### config.mk
export PLATFORM = sky130hd
export DESIGN_NAME = round_robin_context_switcher
export DESIGN_NICKNAME = d
export VERILOG_FILES = /design/src/rtl/rrcs_pkg.sv /design/src/rtl/rrcs_arbiter.sv /design/src/rtl/rrcs_ctx_mem.sv /design/src/rtl/round_robin_context_switcher.sv
export SDC_FILE = /design/constraint.sdc
export NUM_CORES = 2
export LEC_CHECK = 0
export ABC_AREA = 1
export ABC_CLOCK_PERIOD_IN_PS = 58100
export CAP_MARGIN = 5
export CORE_ASPECT_RATIO = 1.4
export CORE_MARGIN = 1
export CORE_UTILIZATION = 51
export DETAILED_ROUTE_END_ITERATION = 16
export DONT_BUFFER_PORTS = 1
export GPL_ROUTABILITY_DRIVEN = 1
export GPL_TIMING_DRIVEN = 0
export PLACE_DENSITY = 0.66
export SLEW_MARGIN = 15
export SYNTH_ARGS = -nofsm -noshare
export SYNTH_HDL_FRONTEND = slang
export SYNTH_SLANG_ARGS = --single-unit
export TNS_END_PERCENT = 30
### constraint.sdc
create_clock -name clk_i -period 58.1 [get_ports clk_i]
set_input_delay 11.62 -clock clk_i [delete_from_list [all_inputs] [get_ports clk_i]]
set_output_delay 11.62 -clock clk_i [all_outputs]
set_load 0.005 [all_outputs]
### src/rtl/rrcs_pkg.sv
// rrcs_pkg: shared types for the round-robin context switcher
// item structs, saved-context row and opcode codes; no dependencies
`timescale 1ns / 1ps

package rrcs_pkg;

  typedef enum logic [1:0] {
    OP_CLEAR  = 2'd0,
    OP_START  = 2'd1,
    OP_FINISH = 2'd2,
    OP_TICK   = 2'd3
  } opcode_e;

  // stack frame offset applied to the stack top on task start
  localparam logic [31:0] StartSpOffset = 32'd8;

  typedef struct packed {
    logic [1:0]  opcode;
    logic [2:0]  slot;
    logic [31:0] saved_sp;
    logic [31:0] saved_bp;
    logic [31:0] saved_di;
    logic [31:0] saved_si;
    logic [31:0] saved_d;
    logic [31:0] saved_c;
    logic [31:0] saved_b;
    logic [31:0] saved_a;
    logic [31:0] saved_ip;
    logic [31:0] saved_flags;
  } in_t;

  typedef struct packed {
    logic [2:0]  chosen_slot;
    logic        found;
    logic [31:0] next_sp;
    logic [31:0] next_ip;
    logic [31:0] next_a;
    logic [31:0] next_b;
    logic [31:0] next_c;
    logic [31:0] next_d;
    logic [31:0] next_si;
    logic [31:0] next_di;
    logic [31:0] next_bp;
    logic [31:0] next_flags;
  } out_t;

  // one row of the context memory: the saved registers of one slot
  typedef struct packed {
    logic [31:0] sp;
    logic [31:0] ip;
    logic [31:0] a;
    logic [31:0] b;
    logic [31:0] c;
    logic [31:0] d;
    logic [31:0] si;
    logic [31:0] di;
    logic [31:0] bp;
    logic [31:0] flags;
  } ctx_t;

endpackage

### src/rtl/rrcs_arbiter.sv
// rrcs_arbiter: round-robin pick after the current slot and first free slot from 1 up
// purely combinational; uses nothing from the package
`timescale 1ns / 1ps

module rrcs_arbiter #(
  parameter int MaxTasks = 8,
  parameter int IdxW     = $clog2(MaxTasks)
) (
  input  logic [MaxTasks-1:0] alloc_valid_i,
  input  logic [MaxTasks-1:0] rr_valid_i,
  input  logic [IdxW-1:0]     cur_i,
  output logic [IdxW-1:0]     rr_idx_o,
  output logic                rr_found_o,
  output logic [IdxW-1:0]     free_idx_o,
  output logic                free_found_o
);

  // scan descending so the nearest candidate after cur_i wins
  always_comb begin
    int s;
    rr_idx_o   = cur_i;
    rr_found_o = 1'b0;
    for (int k = MaxTasks; k >= 1; k--) begin
      s = int'(cur_i) + k;
      if (s >= MaxTasks) s = s - MaxTasks;
      if (rr_valid_i[s]) begin
        rr_idx_o   = IdxW'(s);
        rr_found_o = 1'b1;
      end
    end
  end

  // slot 0 belongs to the boot task and is never handed out
  always_comb begin
    free_idx_o   = '0;
    free_found_o = 1'b0;
    for (int i = MaxTasks - 1; i >= 1; i--) begin
      if (!alloc_valid_i[i]) begin
        free_idx_o   = IdxW'(i);
        free_found_o = 1'b1;
      end
    end
  end

endmodule

### src/rtl/rrcs_ctx_mem.sv
// rrcs_ctx_mem: saved-context memory, one row per task slot
// one write and one registered read per cycle; uses ctx_t from rrcs_pkg
`timescale 1ns / 1ps

module rrcs_ctx_mem
  import rrcs_pkg::*;
#(
  parameter int Depth = 8,
  parameter int AddrW = $clog2(Depth)
) (
  input  logic             clk_i,
  input  logic             we_i,
  input  logic [AddrW-1:0] waddr_i,
  input  ctx_t             wdata_i,
  input  logic             re_i,
  input  logic [AddrW-1:0] raddr_i,
  output ctx_t             rdata_o
);

  ctx_t mem_q [Depth];
  ctx_t rdata_q;

  // read returns the old row on a same-address write; the caller forwards
  always_ff @(posedge clk_i) begin
    if (we_i) begin
      mem_q[waddr_i] <= wdata_i;
    end
    if (re_i) begin
      rdata_q <= mem_q[raddr_i];
    end
  end

  assign rdata_o = rdata_q;

endmodule

### src/rtl/round_robin_context_switcher.sv
// round_robin_context_switcher: task table with round-robin context switch on tick
// depends on rrcs_pkg, rrcs_arbiter and rrcs_ctx_mem
//
//   channel  direction  handshake                 payload
//   input    in         in_valid_i / in_stall_o   in_i  (in_t)
//   output   out        out_valid_o / out_stall_i out_o (out_t)
//
// an item is held in the input register, then its result in the result register
// that drives the output; one item per cycle is sustained while out_stall_i is low
// the valid-bit scan and context memory access happen between the input register
// and the result register and read/write port of the memory
// reset clears valid bits, current slot and pipeline valids and sets first_q;
// the context memory has no reset and no clearing pass
// a stalled valid result holds both stages; input stalls only when full
`timescale 1ns / 1ps

module round_robin_context_switcher
  import rrcs_pkg::*;
#(
  parameter int MAX_TASKS = 8
) (
  input  logic clk_i,
  input  logic rst_ni,
  input  logic in_valid_i,
  output logic in_stall_o,
  input  in_t  in_i,
  output logic out_valid_o,
  input  logic out_stall_i,
  output out_t out_o
);

  localparam int IdxW = $clog2(MAX_TASKS);

  logic                 s1_valid_q;
  in_t                  s1_q;
  logic                 out_valid_q;
  logic                 res_tick_q;
  logic                 res_fwd_q;
  logic [2:0]           res_slot_q;
  logic                 res_found_q;
  ctx_t                 fwd_ctx_q;

  logic [MAX_TASKS-1:0] valid_q, valid_d;
  logic [IdxW-1:0]      cur_q, cur_d;
  logic                 first_q, first_d;

  logic                 advance;
  logic                 do_item;
  opcode_e              op;
  logic [MAX_TASKS-1:0] eff_valid;
  logic [IdxW-1:0]      eff_cur;
  logic [IdxW-1:0]      fin_idx;
  logic [IdxW-1:0]      rr_idx, free_idx;
  logic                 rr_found, free_found;
  logic [IdxW-1:0]      new_cur;
  ctx_t                 tick_ctx, start_ctx, rd_ctx, res_ctx;
  logic                 mem_we, mem_re;
  logic [IdxW-1:0]      mem_waddr;
  ctx_t                 mem_wdata;
  logic [2:0]           slot_d;
  logic                 found_d;

  assign advance    = !out_valid_q || !out_stall_i;
  assign in_stall_o = s1_valid_q && !advance;
  assign do_item    = s1_valid_q && advance;
  assign op         = opcode_e'(s1_q.opcode);

  // first tick makes slot 0 current and valid before the save
  assign eff_cur   = first_q ? '0 : cur_q;
  assign eff_valid = valid_q | {{(MAX_TASKS-1){1'b0}}, first_q};
  assign fin_idx   = IdxW'(s1_q.slot);
  assign new_cur   = rr_found ? rr_idx : eff_cur;

  rrcs_arbiter #(
    .MaxTasks(MAX_TASKS),
    .IdxW    (IdxW)
  ) u_arbiter (
    .alloc_valid_i(valid_q),
    .rr_valid_i   (eff_valid),
    .cur_i        (eff_cur),
    .rr_idx_o     (rr_idx),
    .rr_found_o   (rr_found),
    .free_idx_o   (free_idx),
    .free_found_o (free_found)
  );

  always_comb begin
    tick_ctx.sp    = s1_q.saved_sp;
    tick_ctx.ip    = s1_q.saved_ip;
    tick_ctx.a     = s1_q.saved_a;
    tick_ctx.b     = s1_q.saved_b;
    tick_ctx.c     = s1_q.saved_c;
    tick_ctx.d     = s1_q.saved_d;
    tick_ctx.si    = s1_q.saved_si;
    tick_ctx.di    = s1_q.saved_di;
    tick_ctx.bp    = s1_q.saved_bp;
    tick_ctx.flags = s1_q.saved_flags;
    start_ctx      = '0;
    start_ctx.sp   = s1_q.saved_sp - StartSpOffset;
    start_ctx.ip   = s1_q.saved_ip;
  end

  always_comb begin
    valid_d   = valid_q;
    cur_d     = cur_q;
    first_d   = first_q;
    mem_we    = 1'b0;
    mem_re    = 1'b0;
    mem_waddr = eff_cur;
    mem_wdata = tick_ctx;
    slot_d    = '0;
    found_d   = 1'b0;
    if (do_item) begin
      case (op)
        OP_CLEAR: begin
          valid_d = '0;
        end
        OP_START: begin
          if (free_found) begin
            valid_d[free_idx] = 1'b1;
            mem_we            = 1'b1;
            mem_waddr         = free_idx;
            mem_wdata         = start_ctx;
            slot_d            = 3'(free_idx);
            found_d           = 1'b1;
          end
        end
        OP_FINISH: begin
          if (int'(s1_q.slot) < MAX_TASKS) begin
            valid_d[fin_idx] = 1'b0;
          end
        end
        OP_TICK: begin
          valid_d = eff_valid;
          first_d = 1'b0;
          cur_d   = new_cur;
          mem_we  = 1'b1;
          mem_re  = 1'b1;
          slot_d  = 3'(new_cur);
          found_d = rr_found;
        end
        default: begin
          valid_d = valid_q;
        end
      endcase
    end
  end

  rrcs_ctx_mem #(
    .Depth(MAX_TASKS),
    .AddrW(IdxW)
  ) u_ctx_mem (
    .clk_i  (clk_i),
    .we_i   (mem_we),
    .waddr_i(mem_waddr),
    .wdata_i(mem_wdata),
    .re_i   (mem_re),
    .raddr_i(new_cur),
    .rdata_o(rd_ctx)
  );

  always_ff @(posedge clk_i or negedge rst_ni) begin
    if (!rst_ni) begin
      s1_valid_q  <= 1'b0;
      out_valid_q <= 1'b0;
      valid_q     <= '0;
      cur_q       <= '0;
      first_q     <= 1'b1;
    end else begin
      valid_q <= valid_d;
      cur_q   <= cur_d;
      first_q <= first_d;
      if (!in_stall_o) begin
        s1_valid_q <= in_valid_i;
      end
      if (advance) begin
        out_valid_q <= s1_valid_q;
      end
    end
  end

  // payload registers
  always_ff @(posedge clk_i) begin
    if (in_valid_i && !in_stall_o) begin
      s1_q <= in_i;
    end
    if (do_item) begin
      res_tick_q  <= (op == OP_TICK);
      res_fwd_q   <= (new_cur == eff_cur);
      res_slot_q  <= slot_d;
      res_found_q <= found_d;
      fwd_ctx_q   <= tick_ctx;
    end
  end

  // the selected slot may be the one just saved: take the saved item directly
  assign res_ctx = !res_tick_q ? '0 : (res_fwd_q ? fwd_ctx_q : rd_ctx);

  always_comb begin
    out_o.chosen_slot = res_slot_q;
    out_o.found       = res_found_q;
    out_o.next_sp     = res_ctx.sp;
    out_o.next_ip     = res_ctx.ip;
    out_o.next_a      = res_ctx.a;
    out_o.next_b      = res_ctx.b;
    out_o.next_c      = res_ctx.c;
    out_o.next_d      = res_ctx.d;
    out_o.next_si     = res_ctx.si;
    out_o.next_di     = res_ctx.di;
    out_o.next_bp     = res_ctx.bp;
    out_o.next_flags  = res_ctx.flags;
  end

  assign out_valid_o = out_valid_q;

endmodule
==> impl_metrics.env <==
export IMPL_outcome="complete, no violations"
export IMPL_fill_cells=22672
export IMPL_num_rows=232
export IMPL_vias=96764
export IMPL_yosysMostFrequentCell="nand2_1"
export IMPL_port_buffers=0
export IMPL_cts_hold_buf=0
export IMPL_grt_setup_unrepaired="false"
export IMPL_tightest_slew_ns=1.183
export IMPL_cts_root_buf="clkbuf_16"
export IMPL_critPathCaptureType="output port"
export IMPL_finalSetupViolations=0
export IMPL_num_io_pins=655
export IMPL_synth_fp_nets=13065
export IMPL_worst_path_buf_inv=0
export IMPL_overflow=0
export IMPL_syn_inst=12733
export IMPL_grt_pass1_wl_um=604600
export IMPL_cp_top_family="simple AND/OR/NAND/NOR gates"
export IMPL_crit_start="out_stall_i"
export IMPL_dr_first_iter_drc_count=10621
export IMPL_synth_area_per_cell_um2=11.48
export IMPL_tns_ns=0
export IMPL_coreArea_um2=285100
export IMPL_dr_pass1_iters=8
export IMPL_period_needed_ns=23.52
export IMPL_ys_top_cells_by_count="nand2_1, edfxtp_1, nand3_1"
export IMPL_grt_max_degree=110
export IMPL_synth_flop_cell="edfxtp_1"
export IMPL_min_from="s1_q[223]"
export IMPL_globalRouteTotalUtil_pct=28.36
export IMPL_drt_wl_total_um=417300
export IMPL_final_net_count=13588
export IMPL_grt_pass1_vias=94518
export IMPL_seq_area_frac_synth_pct=72.79
export IMPL_start_util_pct=51.27
export IMPL_r2r_start="out_valid_o"
export IMPL_synth_seq_cells=3545
export IMPL_cts_resized=0
export IMPL_cpPeakStageDelay_ns=0.21
export IMPL_yosysTopAreaCellShare_pct=72.55
export IMPL_cts_tree="yes"
export IMPL_slew_headroom_pct=21.12
export IMPL_postCtsSetupRepairBufs=0
export IMPL_crit_chain="nand2_1 -> nor2_1"
export IMPL_hold_path_class="reg2reg"
export IMPL_dpl_hpwl_um=288300
export IMPL_synth_edf_count=3531
export IMPL_hold_viol=0
export IMPL_drv_slew=0
export IMPL_yosys_top_cells_area="edfxtp_1, nand2_1, nand3_1"
export IMPL_cp_arrival_ns=11.90
export IMPL_die_area_um2=288700
export IMPL_path_max_fanout=3
export IMPL_viasPerCell=5.596
export IMPL_area_delta_synth_final_pct=13.63
export IMPL_layout_drive_gt1_share_pct=9.332
export IMPL_critPathKind="in2out"
export IMPL_routedWlPerCell_um=24.13
export IMPL_multiInputGateArea_um2=31590
export IMPL_die_w_um=454.4
export IMPL_gp_congestion=0.8809
export IMPL_drc=0
export IMPL_insertion_delay_ns=0.93
export IMPL_cp_start_kind="input pin"
export IMPL_yosys_area_top_type="edfxtp_1"
export IMPL_worstPathRequired_ns=46.48
export IMPL_synth_area_um2=146200
export IMPL_fp_dieH_um=635.4
export IMPL_cts_max_path_buffers=4
export IMPL_crit_slowest_cell="nor2_1"
export IMPL_async_reset_ff_share_pct=0.3949
export IMPL_regArea_um2=106400
export IMPL_cts_buffers=345
export IMPL_max_freq_mhz=42.51
export IMPL_synth_cell_types=39
export IMPL_yosys_warnings=0
export IMPL_min_period_over_period_pct=40.49
export IMPL_cap_viol_max_count=0
export IMPL_antenna_left=0
export IMPL_antenna_found_initial=34
export IMPL_skew_ns=0.07210
export IMPL_cts_htree_levels=5
export IMPL_clk_pin_slew_ns=0.07
export IMPL_cts_sinks=3545
## metal layers
metal,global-route usage [%],routed length [µm]
met1,35.23,154900
met2,48.16,208000
met3,5.217,35770
met4,12.53,18710
met5,0,0
## stage by stage
step / util (%) / setup WS, ns / std cells / hold slack [ns] / cell area (µm²)
floorplan: - / 14.92 / 12733 / 0.4268 / 146200
global placement: 52.92 / -9.552 / 16477 / 0.4343 / 150800
detailed placement: 54.33 / 34.58 / 16653 / 0.4378 / 154900
CTS: 58.24 / 34.58 / 17267 / 0.4463 / 166000
global route: 58.24 / 34.55 / 17271 / 0.4580 / 166000
finish: 58.26 / 34.58 / 17293 / 0.4429 / 166100
## final cells by class
class / instances / area share [%]
Timing Repair Buffer: 176 / 2.370
Clock inverter: 191 / 1.245
Tap cell: 3744 / 2.821
Antenna cell: 26 / 0.03918
Sequential cell: 3545 / 64.06
Inverter: 1164 / 2.637
Buffer: 780 / 2.349
Clock buffer: 423 / 5.457
Multi-Input combinational cell: 7244 / 19.02
## cells in the final DEF (no fill, tap or decap), types with 121 or more instances in the layout
cell type	synthesis	layout
edfxtp_1	3531	3531
inv_1	1154	1153
buf_2	460	460
nand3b_1	203	203
o21ai_0	336	336
clkbuf_16	0	350
nor2_1	696	686
buf_12	0	121
clkbuf_1	217	272
nand3_1	2204	2204
nand2_1	3705	3705
## worst paths after layout
path | slack, ns | depth (start not counted) | endpoint
max | 34.58 | 2 | in_stall_o
min | 0.44 | 0 | fwd_ctx_q[127]
max reg2reg | 52.47 | 19 | u_ctx_mem.mem_q[1][123]
min reg2reg | 0.44 | 0 | fwd_ctx_q[127]
max in group asynchronous | 47.53 | 0 | first_q
min in group asynchronous | 10.38 | 0 | s1_valid_q
## registers in the layout, summed over array words and instances (netlist names), 2 cells and up
register and count:
fwd_ctx_q 320, s1_q 320, u_ctx_mem.rdata_o 320, valid_q 8
fin_idx 3, cur_q 3, res_slot_q 3, u_ctx_mem.mem_q 2560
op 2
## logic make-up (layout without fill, tap and decap cells)
group           Yosys count  in the layout  share of synthesized area, %
compound gates          369            369                         1.296
xor+xnor                 27             27                        0.1618
fa+ha+maj                 3              3                       0.02569
buf+inv                1944           2734                         5.648
flops                  3545           3545                         72.79
other cells               0             26                             0
simple gates           6845           6845                         20.08
Power is left out: the tool's default activity adds up to more than one toggle a clock period on the data nets, which glitch-free logic cannot reach.
